==> src/design/first_order_adrc_controller_top_assert.svh <==
// ----------------------------------------------------------------------------
// first_order_adrc_controller_top_assert.svh
// Assertion macros for the ADRC controller; they compile away under SYNTHESIS.
// ----------------------------------------------------------------------------
`ifndef FIRST_ORDER_ADRC_CONTROLLER_TOP_ASSERT_SVH
`define FIRST_ORDER_ADRC_CONTROLLER_TOP_ASSERT_SVH

`ifndef SYNTHESIS

// Same-cycle implication, off during reset
`define FADRC_ASSERT_IMP(name_, clk_, rstn_, pre_, post_) \
  name_: assert property (@(posedge clk_) disable iff (!rstn_) (pre_) |-> (post_)) \
    else $error("fadrc: implication check failed");

// Next-cycle implication, off during reset
`define FADRC_ASSERT_NXT(name_, clk_, rstn_, pre_, post_) \
  name_: assert property (@(posedge clk_) disable iff (!rstn_) (pre_) |=> (post_)) \
    else $error("fadrc: next-cycle check failed");

`else

`define FADRC_ASSERT_IMP(name_, clk_, rstn_, pre_, post_)
`define FADRC_ASSERT_NXT(name_, clk_, rstn_, pre_, post_)

`endif

`endif

==> src/design/fadrc_pkg.sv <==
// ----------------------------------------------------------------------------
// fadrc_pkg
// Widths, reset values, codes and shared types of the ADRC controller.
// ----------------------------------------------------------------------------
`default_nettype none

package fadrc_pkg;

  // Field widths
  localparam int unsigned DATA_W    = 32;  // Q16.16 values and gains
  localparam int unsigned STEP_W    = 24;  // step period, Q0.24
  localparam int unsigned GAIN0_W   = 31;  // plant gain b0
  localparam int unsigned CFG_IDX_W = 3;
  localparam int unsigned PROD_W    = 2 * DATA_W;  // full product
  localparam int unsigned NUM_W     = 49;  // feedback numerator, signed
  localparam int unsigned MAG_W     = 48;  // numerator magnitude
  localparam int unsigned VAL_W     = 34;  // quotient incl. out-of-range marks

  // Serial units: one multiplier bit / one quotient bit per cycle
  localparam int unsigned STEPS = 32;
  localparam int unsigned CNT_W = $clog2(STEPS);

  // Register reset values
  localparam logic [STEP_W-1:0]        STEP_RST  = 24'd167772;
  localparam logic [GAIN0_W-1:0]       B0_RST    = 31'd65536;
  localparam logic [DATA_W-1:0]        BETA1_RST = 32'd13107200;
  localparam logic [DATA_W-1:0]        BETA2_RST = 32'd873791488;
  localparam logic [DATA_W-1:0]        K1_RST    = 32'd655360;
  localparam logic signed [DATA_W-1:0] CMIN_RST  = 32'sh8000_0000;
  localparam logic signed [DATA_W-1:0] CMAX_RST  = 32'sh7FFF_FFFF;

  // Quotient beyond the 32-bit range
  localparam logic signed [VAL_W-1:0] V_BIG = 34'sh1_0000_0000;

  // Register indexes
  typedef enum logic [CFG_IDX_W-1:0] {
    CFG_STEP_PERIOD  = 3'd0,
    CFG_PLANT_GAIN   = 3'd1,
    CFG_OBS_GAIN_ONE = 3'd2,
    CFG_OBS_GAIN_TWO = 3'd3,
    CFG_FB_GAIN      = 3'd4,
    CFG_CTRL_MIN     = 3'd5,
    CFG_CTRL_MAX     = 3'd6
  } cfg_idx_e;

  // Sequencer states
  typedef enum logic [3:0] {
    ST_IDLE,
    ST_GAIN1,   // beta1 * e
    ST_GAIN0,   // b0 * u
    ST_GAIN2,   // beta2 * e
    ST_INT1,    // h * d1
    ST_INT2,    // h * d2
    ST_FBK,     // k1 * e2
    ST_DIV_GO,
    ST_DIV,
    ST_CLAMP
  } fadrc_state_e;

  typedef struct packed {
    logic              start;
    logic [DATA_W-1:0] a;  // unsigned operand, scanned bit by bit
    logic [DATA_W-1:0] b;  // signed operand
  } mul_req_t;

  typedef struct packed {
    logic              done;
    logic              busy;
    logic [PROD_W-1:0] product;  // signed
  } mul_rsp_t;

  typedef struct packed {
    logic               start;
    logic [MAG_W-1:0]   mag;
    logic [GAIN0_W-1:0] den;
  } div_req_t;

  typedef struct packed {
    logic              done;
    logic              busy;
    logic              ovf;   // mag * 2^16 / den >= 2^32, or den zero with mag nonzero
    logic [DATA_W-1:0] quo;   // floor(mag * 2^16 / den)
  } div_rsp_t;

  // Saturate a wide signed value to 32 bits
  function automatic logic signed [DATA_W-1:0] sat32(input logic signed [PROD_W-1:0] v);
    logic signed [DATA_W-1:0] r;
    if ((v[PROD_W-1:DATA_W-1] == '0) || (v[PROD_W-1:DATA_W-1] == '1)) begin
      r = v[DATA_W-1:0];
    end else if (v[PROD_W-1]) begin
      r = CMIN_RST;
    end else begin
      r = CMAX_RST;
    end
    return r;
  endfunction

endpackage

`default_nettype wire

==> src/design/fadrc_if.sv <==
// ----------------------------------------------------------------------------
// fadrc_if
// Valid/ready channels of the ADRC controller: sample in, control out.
// ----------------------------------------------------------------------------
`default_nettype none

interface fadrc_in_if
  import fadrc_pkg::*;
();
  logic                     valid;
  logic                     ready;
  logic signed [DATA_W-1:0] reference;
  logic signed [DATA_W-1:0] measurement;

  modport source (output valid, output reference, output measurement, input ready);
  modport sink   (input valid, input reference, input measurement, output ready);
endinterface

interface fadrc_out_if
  import fadrc_pkg::*;
();
  logic                     valid;
  logic                     ready;
  logic signed [DATA_W-1:0] control;
  logic                     clamped;

  modport source (output valid, output control, output clamped, input ready);
  modport sink   (input valid, input control, input clamped, output ready);
endinterface

`default_nettype wire

==> src/design/fadrc_mul.sv <==
// ----------------------------------------------------------------------------
// fadrc_mul
// Serial shift-add multiplier: unsigned a times signed b, one bit of a a cycle.
// ----------------------------------------------------------------------------
`default_nettype none

module fadrc_mul
  import fadrc_pkg::*;
(
  input  wire logic     clk_i,
  input  wire logic     rst_ni,
  input  wire mul_req_t req_i,
  output mul_rsp_t      rsp_o
);

  logic                     busy_q;
  logic                     done_q;
  logic [CNT_W-1:0]         cnt_q;
  logic signed [DATA_W:0]   hi_q;   // running partial sum, one guard bit
  logic [DATA_W-1:0]        lo_q;   // multiplier bits out, product bits in
  logic signed [DATA_W-1:0] b_q;
  logic signed [DATA_W:0]   addend;
  logic signed [DATA_W:0]   sum;
  logic                     last;

  // Conditional add of the multiplicand
  assign addend = lo_q[0] ? {b_q[DATA_W-1], b_q} : '0;
  assign sum    = hi_q + addend;
  assign last   = (cnt_q == CNT_W'(STEPS - 1));

  // Step control
  always_ff @(posedge clk_i or negedge rst_ni) begin
    if (!rst_ni) begin
      busy_q <= 1'b0;
      done_q <= 1'b0;
      cnt_q  <= '0;
    end else begin
      done_q <= busy_q && last;
      if (req_i.start) begin
        busy_q <= 1'b1;
        cnt_q  <= '0;
      end else if (busy_q) begin
        cnt_q <= cnt_q + 1'b1;
        if (last) begin
          busy_q <= 1'b0;
        end
      end
    end
  end

  // Accumulator shifts right one bit per step
  always_ff @(posedge clk_i) begin
    if (req_i.start) begin
      hi_q <= '0;
      lo_q <= req_i.a;
      b_q  <= $signed(req_i.b);
    end else if (busy_q) begin
      hi_q <= {sum[DATA_W], sum[DATA_W:1]};
      lo_q <= {sum[0], lo_q[DATA_W-1:1]};
    end
  end

  assign rsp_o.done    = done_q;
  assign rsp_o.busy    = busy_q;
  assign rsp_o.product = {hi_q[DATA_W-1:0], lo_q};

endmodule

`default_nettype wire

==> src/design/fadrc_div.sv <==
// ----------------------------------------------------------------------------
// fadrc_div
// Restoring divider: floor(mag * 2^16 / den), one quotient bit a cycle.
// ----------------------------------------------------------------------------
`default_nettype none

module fadrc_div
  import fadrc_pkg::*;
(
  input  wire logic     clk_i,
  input  wire logic     rst_ni,
  input  wire div_req_t req_i,
  output div_rsp_t      rsp_o
);

  logic                 busy_q;
  logic                 prep_q;
  logic                 done_q;
  logic [CNT_W-1:0]     cnt_q;
  logic [MAG_W-1:0]     mag_q;
  logic [GAIN0_W-1:0]   den_q;
  logic [GAIN0_W-1:0]   rem_q;
  logic [DATA_W-1:0]    sh_q;    // dividend bits out, quotient bits in
  logic                 ovf_q;
  logic                 zero_q;
  logic [GAIN0_W:0]     trial;
  logic [GAIN0_W:0]     den_x;
  logic [GAIN0_W:0]     diff;
  logic                 ge;
  logic                 last;

  // Trial subtract
  assign trial = {rem_q, sh_q[DATA_W-1]};
  assign den_x = {1'b0, den_q};
  assign diff  = trial - den_x;
  assign ge    = (trial >= den_x);
  assign last  = (cnt_q == CNT_W'(STEPS - 1));

  // Sequencing: load, range check, then the quotient bits
  always_ff @(posedge clk_i or negedge rst_ni) begin
    if (!rst_ni) begin
      busy_q <= 1'b0;
      prep_q <= 1'b0;
      done_q <= 1'b0;
      cnt_q  <= '0;
    end else begin
      done_q <= busy_q && !prep_q && last;
      if (req_i.start) begin
        busy_q <= 1'b1;
        prep_q <= 1'b1;
        cnt_q  <= '0;
      end else if (prep_q) begin
        prep_q <= 1'b0;
      end else if (busy_q) begin
        cnt_q <= cnt_q + 1'b1;
        if (last) begin
          busy_q <= 1'b0;
        end
      end
    end
  end

  // Datapath
  always_ff @(posedge clk_i) begin
    if (req_i.start) begin
      mag_q <= req_i.mag;
      den_q <= req_i.den;
    end else if (prep_q) begin
      // quotient reaches 2^32 exactly when mag >= den * 2^16
      ovf_q  <= (mag_q != '0) && (mag_q >= {1'b0, den_q, 16'h0000});
      zero_q <= (mag_q == '0);
      rem_q  <= mag_q[MAG_W-2:16];
      sh_q   <= {mag_q[15:0], 16'h0000};
    end else if (busy_q) begin
      rem_q <= ge ? diff[GAIN0_W-1:0] : trial[GAIN0_W-1:0];
      sh_q  <= {sh_q[DATA_W-2:0], ge};
    end
  end

  assign rsp_o.done = done_q;
  assign rsp_o.busy = busy_q;
  assign rsp_o.ovf  = ovf_q;
  assign rsp_o.quo  = zero_q ? '0 : sh_q;

endmodule

`default_nettype wire

==> src/design/first_order_adrc_controller_top.sv <==
// ----------------------------------------------------------------------------
// first_order_adrc_controller_top
// First-order linear ADRC: extended observer, proportional law, output clamp.
// ----------------------------------------------------------------------------
// Usage:
//   in_i  (sink)  : one beat = reference and measurement, signed Q16.16.
//   out_o (source): one beat = clamped control (Q16.16) and the clamped flag.
//   cfg_*         : register writes, index 0..6, taken on any edge with
//                   cfg_we_i high; write only while no sample is in flight.
// Timing: one sample at a time. Six products run on one serial multiplier
//   in turn, then the quotient on a serial divider after its launch state.
//   in_i.ready rises again the cycle after the result is loaded into the
//   output register, so a new sample is worked on while the previous
//   result waits there.
// Stall: if the previous result is still not taken when the next one is done,
//   the block holds in its clamp stage until out_o.ready frees the register.
// Reset: registers return to their defaults; observer states and the stored
//   control are zero; no beat is pending on the output.
// ----------------------------------------------------------------------------
`default_nettype none
`include "first_order_adrc_controller_top_assert.svh"

module first_order_adrc_controller_top
  import fadrc_pkg::*;
(
  input  wire logic                 clk_i,
  input  wire logic                 rst_ni,
  input  wire logic                 cfg_we_i,
  input  wire logic [CFG_IDX_W-1:0] cfg_idx_i,
  input  wire logic [DATA_W-1:0]    cfg_data_i,
  fadrc_in_if.sink                  in_i,
  fadrc_out_if.source               out_o
);

  // Configuration
  logic [STEP_W-1:0]        step_q;
  logic [GAIN0_W-1:0]       b0_q;
  logic [DATA_W-1:0]        beta1_q;
  logic [DATA_W-1:0]        beta2_q;
  logic [DATA_W-1:0]        k1_q;
  logic signed [DATA_W-1:0] cmin_q;
  logic signed [DATA_W-1:0] cmax_q;

  // Controller state and per-sample values
  fadrc_state_e             state_q, state_d;
  logic signed [DATA_W-1:0] z1_q, z2_q, u_q;
  logic signed [DATA_W-1:0] r_q, e_q, d1_q, d2_q;
  logic signed [NUM_W-1:0]  acc_q, n_q;
  logic signed [VAL_W-1:0]  v_q;
  logic                     out_valid_q;
  logic signed [DATA_W-1:0] ctrl_q;
  logic                     clamped_q;

  // Unit handshakes
  mul_req_t mul_req;
  mul_rsp_t mul_rsp;
  div_req_t div_req;
  div_rsp_t div_rsp;

  logic                     in_ready;
  logic                     in_accept;
  logic                     out_load;
  logic signed [PROD_W-1:0] prod, prod16, prod24;
  logic signed [DATA_W-1:0] e_new, e2_new;
  logic [NUM_W-1:0]         n_abs;
  logic signed [VAL_W-1:0]  quo_x, v_new;
  logic signed [VAL_W-1:0]  cmin_x, cmax_x, v_hi, v_lo;
  logic                     hit_hi, hit_lo;

  fadrc_mul u_mul (
    .clk_i  (clk_i),
    .rst_ni (rst_ni),
    .req_i  (mul_req),
    .rsp_o  (mul_rsp)
  );

  fadrc_div u_div (
    .clk_i  (clk_i),
    .rst_ni (rst_ni),
    .req_i  (div_req),
    .rsp_o  (div_rsp)
  );

  // Handshakes
  assign in_ready    = (state_q == ST_IDLE);
  assign in_accept   = in_i.valid && in_ready;
  assign in_i.ready  = in_ready;
  assign out_load    = (state_q == ST_CLAMP) && (!out_valid_q || out_o.ready);
  assign out_o.valid   = out_valid_q;
  assign out_o.control = ctrl_q;
  assign out_o.clamped = clamped_q;

  // Product scaling (arithmetic shift is floor)
  assign prod   = $signed(mul_rsp.product);
  assign prod16 = prod >>> 16;
  assign prod24 = prod >>> 24;

  // Observer error and feedback error
  assign e_new  = sat32(PROD_W'(z1_q) - PROD_W'(in_i.measurement));
  assign e2_new = sat32(PROD_W'(r_q) - PROD_W'(z1_q));

  // Numerator magnitude for the divider
  assign n_abs = n_q[NUM_W-1] ? NUM_W'(-n_q) : n_q;

  // Signed quotient, out-of-range marked as +-2^32
  assign quo_x = $signed({2'b00, div_rsp.quo});
  always_comb begin
    if (div_rsp.ovf) begin
      v_new = n_q[NUM_W-1] ? -V_BIG : V_BIG;
    end else begin
      v_new = n_q[NUM_W-1] ? -quo_x : quo_x;
    end
  end

  // Clamp: upper limit first, then lower
  assign cmin_x = VAL_W'(cmin_q);
  assign cmax_x = VAL_W'(cmax_q);
  assign hit_hi = (v_q > cmax_x);
  assign v_hi   = hit_hi ? cmax_x : v_q;
  assign hit_lo = (v_hi < cmin_x);
  assign v_lo   = hit_lo ? cmin_x : v_hi;

  // Sequencer: next state and unit requests
  always_comb begin
    state_d = state_q;
    mul_req = '0;
    div_req = '0;
    unique case (state_q)
      ST_IDLE: begin
        mul_req.a = beta1_q;
        mul_req.b = e_new;
        if (in_accept) begin
          mul_req.start = 1'b1;
          state_d       = ST_GAIN1;
        end
      end
      ST_GAIN1: begin
        mul_req.a = DATA_W'(b0_q);
        mul_req.b = u_q;
        if (mul_rsp.done) begin
          mul_req.start = 1'b1;
          state_d       = ST_GAIN0;
        end
      end
      ST_GAIN0: begin
        mul_req.a = beta2_q;
        mul_req.b = e_q;
        if (mul_rsp.done) begin
          mul_req.start = 1'b1;
          state_d       = ST_GAIN2;
        end
      end
      ST_GAIN2: begin
        mul_req.a = DATA_W'(step_q);
        mul_req.b = d1_q;
        if (mul_rsp.done) begin
          mul_req.start = 1'b1;
          state_d       = ST_INT1;
        end
      end
      ST_INT1: begin
        mul_req.a = DATA_W'(step_q);
        mul_req.b = d2_q;
        if (mul_rsp.done) begin
          mul_req.start = 1'b1;
          state_d       = ST_INT2;
        end
      end
      ST_INT2: begin
        mul_req.a = k1_q;
        mul_req.b = e2_new;
        if (mul_rsp.done) begin
          mul_req.start = 1'b1;
          state_d       = ST_FBK;
        end
      end
      ST_FBK: begin
        if (mul_rsp.done) begin
          state_d = ST_DIV_GO;
        end
      end
      ST_DIV_GO: begin
        div_req.start = 1'b1;
        div_req.mag   = n_abs[MAG_W-1:0];
        div_req.den   = b0_q;
        state_d       = ST_DIV;
      end
      ST_DIV: begin
        if (div_rsp.done) begin
          state_d = ST_CLAMP;
        end
      end
      ST_CLAMP: begin
        if (out_load) begin
          state_d = ST_IDLE;
        end
      end
      default: begin
        state_d = ST_IDLE;
      end
    endcase
  end

  always_ff @(posedge clk_i or negedge rst_ni) begin
    if (!rst_ni) begin
      state_q <= ST_IDLE;
    end else begin
      state_q <= state_d;
    end
  end

  // Configuration registers
  always_ff @(posedge clk_i or negedge rst_ni) begin
    if (!rst_ni) begin
      step_q  <= STEP_RST;
      b0_q    <= B0_RST;
      beta1_q <= BETA1_RST;
      beta2_q <= BETA2_RST;
      k1_q    <= K1_RST;
      cmin_q  <= CMIN_RST;
      cmax_q  <= CMAX_RST;
    end else if (cfg_we_i) begin
      unique case (cfg_idx_e'(cfg_idx_i))
        CFG_STEP_PERIOD:  step_q  <= cfg_data_i[STEP_W-1:0];
        CFG_PLANT_GAIN:   b0_q    <= cfg_data_i[GAIN0_W-1:0];
        CFG_OBS_GAIN_ONE: beta1_q <= cfg_data_i;
        CFG_OBS_GAIN_TWO: beta2_q <= cfg_data_i;
        CFG_FB_GAIN:      k1_q    <= cfg_data_i;
        CFG_CTRL_MIN:     cmin_q  <= $signed(cfg_data_i);
        CFG_CTRL_MAX:     cmax_q  <= $signed(cfg_data_i);
        default: ;
      endcase
    end
  end

  // Observer states, stored control and output valid
  always_ff @(posedge clk_i or negedge rst_ni) begin
    if (!rst_ni) begin
      z1_q        <= '0;
      z2_q        <= '0;
      u_q         <= '0;
      out_valid_q <= 1'b0;
    end else begin
      if ((state_q == ST_INT1) && mul_rsp.done) begin
        z1_q <= sat32(PROD_W'(z1_q) + prod24);
      end
      if ((state_q == ST_INT2) && mul_rsp.done) begin
        z2_q <= sat32(PROD_W'(z2_q) + prod24);
      end
      if (out_load) begin
        u_q         <= v_lo[DATA_W-1:0];
        out_valid_q <= 1'b1;
      end else if (out_o.ready) begin
        out_valid_q <= 1'b0;
      end
    end
  end

  // Intermediate values and output payload
  always_ff @(posedge clk_i) begin
    if (in_accept) begin
      r_q <= in_i.reference;
      e_q <= e_new;
    end
    if ((state_q == ST_GAIN1) && mul_rsp.done) begin
      acc_q <= NUM_W'(PROD_W'(z2_q) - prod16);
    end
    if ((state_q == ST_GAIN0) && mul_rsp.done) begin
      d1_q <= sat32(PROD_W'(acc_q) + prod16);
    end
    if ((state_q == ST_GAIN2) && mul_rsp.done) begin
      d2_q <= sat32(-prod16);
    end
    if ((state_q == ST_FBK) && mul_rsp.done) begin
      n_q <= NUM_W'(prod16 - PROD_W'(z2_q));
    end
    if ((state_q == ST_DIV) && div_rsp.done) begin
      v_q <= v_new;
    end
    if (out_load) begin
      ctrl_q    <= v_lo[DATA_W-1:0];
      clamped_q <= hit_hi || hit_lo;
    end
  end

  // Checks
  `FADRC_ASSERT_IMP(a_mul_start_free, clk_i, rst_ni, mul_req.start, !mul_rsp.busy)
  `FADRC_ASSERT_IMP(a_div_start_free, clk_i, rst_ni, div_req.start, !div_rsp.busy)
  `FADRC_ASSERT_NXT(a_accept_busy, clk_i, rst_ni, in_accept, state_q != ST_IDLE)
  `FADRC_ASSERT_IMP(a_result_from_clamp, clk_i, rst_ni, $rose(out_valid_q), $past(state_q) == ST_CLAMP)
  `FADRC_ASSERT_IMP(a_z1_update_slot, clk_i, rst_ni, !$stable(z1_q), $past(state_q) == ST_INT1)

endmodule

`default_nettype wire

==> src/flat_wrapper.sv <==
// flat-port wrapper written by rule: the top's interface ports become plain ports
module first_order_adrc_controller_top_flat import fadrc_pkg::*;
  (clk_i, rst_ni, cfg_we_i, cfg_idx_i, cfg_data_i, in_i_valid, in_i_reference, in_i_measurement, in_i_ready, out_o_valid, out_o_control, out_o_clamped, out_o_ready);
  fadrc_in_if in_i_i ();
  fadrc_out_if out_o_i ();
  input  wire logic clk_i;
  input  wire logic rst_ni;
  input  wire logic cfg_we_i;
  input  wire logic [CFG_IDX_W-1:0] cfg_idx_i;
  input  wire logic [DATA_W-1:0] cfg_data_i;
  input wire logic [$bits(in_i_i.valid)-1:0] in_i_valid;
  input wire logic [$bits(in_i_i.reference)-1:0] in_i_reference;
  input wire logic [$bits(in_i_i.measurement)-1:0] in_i_measurement;
  output wire logic [$bits(in_i_i.ready)-1:0] in_i_ready;
  output wire logic [$bits(out_o_i.valid)-1:0] out_o_valid;
  output wire logic [$bits(out_o_i.control)-1:0] out_o_control;
  output wire logic [$bits(out_o_i.clamped)-1:0] out_o_clamped;
  input wire logic [$bits(out_o_i.ready)-1:0] out_o_ready;
  assign in_i_i.valid = in_i_valid;
  assign in_i_i.reference = in_i_reference;
  assign in_i_i.measurement = in_i_measurement;
  assign in_i_ready = in_i_i.ready;
  assign out_o_valid = out_o_i.valid;
  assign out_o_control = out_o_i.control;
  assign out_o_clamped = out_o_i.clamped;
  assign out_o_i.ready = out_o_ready;
  first_order_adrc_controller_top u_core (.clk_i(clk_i), .rst_ni(rst_ni), .cfg_we_i(cfg_we_i), .cfg_idx_i(cfg_idx_i), .cfg_data_i(cfg_data_i), .in_i(in_i_i), .out_o(out_o_i));
endmodule
==> config.mk <==
export PLATFORM = sky130hd
export DESIGN_NAME = first_order_adrc_controller_top_flat
export DESIGN_NICKNAME = d
export VERILOG_FILES = /design/src/design/fadrc_pkg.sv /design/src/design/fadrc_if.sv /design/src/design/fadrc_mul.sv /design/src/design/fadrc_div.sv /design/src/design/first_order_adrc_controller_top.sv /design/src/flat_wrapper.sv
export VERILOG_INCLUDE_DIRS = /design/src /design/src/design
export SDC_FILE = /design/constraint.sdc
export NUM_CORES = 2
export LEC_CHECK = 0
export BUFFER_PORTS_ARGS = -buffer_cell sky130_fd_sc_hd__buf_2
export CORE_UTILIZATION = 40
export CTS_CLUSTER_SIZE = 20
export DETAILED_ROUTE_END_ITERATION = 12
export PLACE_DENSITY = 0.67
export SLEW_MARGIN = 10
export SYNTH_ARGS = -nofsm -noshare
export SYNTH_HDL_FRONTEND = slang
export SYNTH_SLANG_ARGS = --single-unit
==> constraint.sdc <==
create_clock -name clk_i -period 17.53 [get_ports clk_i]
set_clock_uncertainty 0.2 [all_clocks]
set_input_delay 0 -clock clk_i [delete_from_list [all_inputs] [get_ports clk_i]]
set_output_delay 0 -clock clk_i [all_outputs]
set_load 0.02 [all_outputs]
==> impl_metrics.sql <==
INSERT INTO impl_metrics (metric_group, metric, value, unit) VALUES
('yosys', 'ys_dominant_reg_cell', 'edfxtp_1', ''),
('sta', 'maxSlewViolCount', '0', ''),
('sta', 'worst_pin_slew', '1.20', 'ns'),
('clocking', 'postCtsSetupBuffers', '0', ''),
('setup_path', 'worst_endpoint_data_arrival_time', '8.39', 'ns'),
('grt', 'global_route_usage_over_all_layers', '0.246', ''),
('floorplanning', 'die_width', '385', 'um'),
('clocking', 'clk_root_buffer_cell', 'clkbuf_16', ''),
('sta', 'timing.final.hold_violations', '0', ''),
('sta', 'final_min_period_over_clock_period', '0.456', ''),
('sta', 'post-route-min-period', '8.00', 'ns'),
('yosys', 'yosysWarnings', '0', ''),
('floorplanning', 'design.portCount', '139', ''),
('drt', 'detail_route.wl_per_cell', '23.0', 'um'),
('floorplanning', 'coreArea', '0.146', 'mm^2'),
('sta', 'setup-tns-final', '0', 'ns'),
('floorplanning', 'die_h', '385', 'um'),
('yosys', 'postSynthNetCount', '6536', ''),
('grt', 'antenna_found_initial', '11', ''),
('clocking', 'ctsHtreeMaxLevel', '3', ''),
('setup_path', 'crit_family', 'compound AO/OA/AOI/OAI gates', ''),
('cells_and_area', 'fin_nets', '6731', ''),
('power', 'pwr-share-comb', '0.105', ''),
('drt', 'via_count', '48300', ''),
('worst_hold_path', 'timing.hold.worst.class', 'in2reg', ''),
('setup_path', 'cp-end-kind', 'flop', ''),
('power', 'switchingPower', '1.19', 'mW'),
('clocking', 'tritoncts.num_buffers', '91', ''),
('sta', 'setup_viol_count_final', '0', ''),
('power', 'switching_share', '0.243', ''),
('yosys', 'avgSynthCellArea', '9.83', 'um^2'),
('floorplanning', 'std_cell_rows', '140', ''),
('yosys', 'yosysTopAreaCellShare', '0.256', ''),
('yosys', 'post_synthesis_sequential_element_count', '864', ''),
('drt', 'post-route-drc-count', '0', ''),
('grt', 'global_route_wire_length_before_repair', '281', 'mm'),
('drt', 'initialDrtViolationCount', '4658', ''),
('power', 'worst_vdd_ir', '0.0787', 'mV'),
('grt', 'grt_max_degree', '147', ''),
('cells_and_area', 'ratio_of_cells_with_drive_above_1_in_the_final_layout', '0.135', ''),
('yosys', 'synth.distinct_cells', '91', ''),
('power', 'pwr_density_cell', '73.8', 'mW/mm^2'),
('floorplanning', 'die_area', '0.148', 'mm^2'),
('drt', 'detail_route.vias_per_cell', '5.93', ''),
('sta', 'fmax', '125', 'MHz'),
('clocking', 'max-clock-path-buffers', '3', ''),
('floorplanning', 'start_util', '0.403', ''),
('clocking', 'cts.reportedPaths.clkPinSlew', '0.06', 'ns'),
('power', 'internal-power', '3.69', 'mW'),
('power', 'share_seq_of_total_power', '0.483', ''),
('setup_path', 'buffers_plus_inverters_on_the_worst_setup_path', '3', ''),
('yosys', 'yosysSeqAreaShare', '0.410', ''),
('power', 'power_frac_clock', '0.413', ''),
('placed_design', 'place_congestion', '0.966', ''),
('yosys', 'synth_edf_count', '501', ''),
('yosys', 'async_flop_share', '0.383', ''),
('grt', 'grt_overflow_total', '0', ''),
('placed_design', 'placed_area', '0.0614', 'mm^2'),
('setup_path', 'crit_path_top_delay_cell', 'nor2b_2', ''),
('setup_path', 'worstPathMaxFanout', '24', ''),
('run_status', 'run_status', 'complete, no violations', ''),
('drt', 'detail-route-antenna-nets', '0', ''),
('clocking', 'cts_tree', 'yes', ''),
('sta', 'timing.slew.headroom', '0.196', ''),
('yosys', 'synthDominantAreaCellType', 'edfxtp_1', ''),
('cells_and_area', 'post-route-cell-area', '0.0662', 'mm^2'),
('sta', 'grt_setup_unrepaired', 'false', ''),
('yosys', 'syn-instance-count', '5966', ''),
('setup_path', 'worst_ep_required_time', '17.92', 'ns'),
('clocking', 'cts.sink_count', '864', ''),
('setup_path', 'timing.setup.critical_path_class', 'reg2reg', ''),
('yosys', 'netlist_area', '0.0587', 'mm^2'),
('placed_design', 'detailedPlacementHpwl', '139', 'mm'),
('drt', 'drt_pass1_iterations', '7', ''),
('setup_path', 'timing.critical_path.from_type', 'flop', ''),
('setup_path', 'critical-path-top-cell-by-count', 'a21o_1', ''),
('grt', 'grt_pass1_vias', '45800', ''),
('job', 'max_cap_violations', '0', ''),
('drt', 'totalWireLength', '187', 'mm'),
('power', 'total_leakage_power', '26.9', 'nW'),
('yosys', 'synth_top_cells_by_area', 'edfxtp_1 (26%), dfrtp_1 (12%), ha_1 (9.7%)', ''),
('setup_path', 'cp_slowest_stage_delay', '0.77', 'ns'),
('placed_design', 'port-buffer-count', '138', ''),
('clocking', 'clock_insertion_delay_worst_skew', '0.72', 'ns'),
('cells_and_area', 'syn2layout_area_growth', '12.8', '%');
## layer usage
layer,wire (um),part of all wire,up-vias,GRT usage
li1,-,-,22400,-
met1,81400,0.43,23800,0.337
met2,85500,0.46,1811,0.389
met3,12400,0.066,346,0.0342
met4,8080,0.043,4,0.104
met5,19,0.00010,-,0
## synth_stat cells, types with 56 or more instances
master,instances
clkbuf_1,246
a22oi_1,102
a21oi_1,480
nand3_1,100
edfxtp_1,501
mux2i_1,56
a21o_1,202
nor2_1,394
inv_1,345
xor2_1,157
xnor2_1,246
nor3_1,119
o21bai_1,61
nand4_1,81
ha_1,457
nor2b_1,64
mux2_2,334
and2_1,97
nand2_1,424
a31oi_1,68
o21ai_0,288
dfrtp_1,277
## power by group through the flow
stage                     Sequential [mW]  Combinational [mW]  Clock [mW]
final                                2.36               0.510        2.01
after floorplan                      2.37               0.346           0
after global placement               2.39               0.459           0
after detailed placement             2.39               0.477           0
after CTS                            2.35               0.510        2.04
after global routing                 2.37               0.560        2.11
## area by class of cell
type	count	area, um^2
fillers	13500	79400
multi-input cells	4482	32400
flip-flops and latches	864	24000
repair buffers	372	2880
clock buffers	130	2680
well taps	1917	2400
inverters	350	1320
clock inverters	41	427
diodes	1	2.50
## final timing paths
check | slack [ns] | from | cells past startpoint | to
worst min-delay path | 0.04 | cfg_data_i[29] | 3 | u_core.cmin_q[29]
max in group asynchronous | 15.08 | rst_ni | 5 | u_core.z1_q[27]
worst max register to register | 9.53 | u_core.cmax_q[3] | 25 | u_core.u_q[16]
worst min register to register | 0.31 | u_core.beta1_q[0] | 1 | u_core.beta1_q[0]
min in group asynchronous | 0.26 | rst_ni | 3 | u_core.beta1_q[22]
worst max-delay path | 9.53 | u_core.cmax_q[3] | 25 | u_core.u_q[16]
## sequential cells by signal, summed over array words and instances (netlist names), 34 cells and up
signal,flops
u_core.acc_q,49
u_core.u_div.mag_q,48
u_core.v_q,34
u_core.n_q,49
## cells in the final DEF, fill, tap and decap left out, drive strengths merged, types with 35 or more instances in the layout
cell type,n
a31oi,68
xor2,157
o31ai,35
mux2i,56
ha,457
edfxtp,501
nor2b,64
clkbuf,130
a21oi,480
dfstp,54
nand2b,53
and3,38
a211oi,43
nand2,425
xnor2,246
o211ai,41
and2,97
a22oi,102
nor2,394
a21o,202
buf,215
o21ai,322
nor3,123
a221o,43
o21bai,61
o21a,38
nand3,100
inv,350
dfrtp,277
dlygate4sd3,157
mux2,334
nand4,81
nor4,53
## kinds of logic (layout without fill, tap and decap cells)
logic type / count (synthesis) / count (layout) / share of synthesized area
buf+inv: 620 / 893 / 0.0404
simple gates: 1555 / 1555 / 0.129
xor+xnor: 403 / 403 / 0.0602
mux: 390 / 390 / 0.0737
compound gates: 1656 / 1656 / 0.184
other cells: 0 / 1 / 0
fa+ha+maj: 478 / 478 / 0.103
flops: 864 / 864 / 0.410
## per-stage QoR
step	total power [mW]	setup slack (ns)	hold WS, ns	util	std cells
after floorplan	2.71	10.31	-0.496	-	5966
after global placement	2.85	9.67	-0.193	0.422	7827
after detailed placement	2.87	9.61	-0.196	0.422	7827
after CTS	4.90	9.54	0.000417	0.454	8156
after global routing	5.04	9.21	0.0387	0.454	8157
final	4.88	9.53	0.0431	0.454	8157
## repair_timing
action,in CTS,in global routing
hold buffers,158,0
gates resized for setup,0,0
endpoints found under the hold margin,516,0
## worst reg2reg max path: cells and delay by family, from the launching register on
family | cells | cell delay, ns
AO/OA/AOI/OAI | 14 | 3.22
buffers and inverters | 3 | 0.91
flip-flops | 1 | 0.53
multiplexers | 4 | 1.57
AND/OR/NAND/NOR | 1 | 0.77
XOR/XNOR | 1 | 0.09
adder cells (fa/ha/maj) | 2 | 0.58
(Power assumes the default switching activity.)
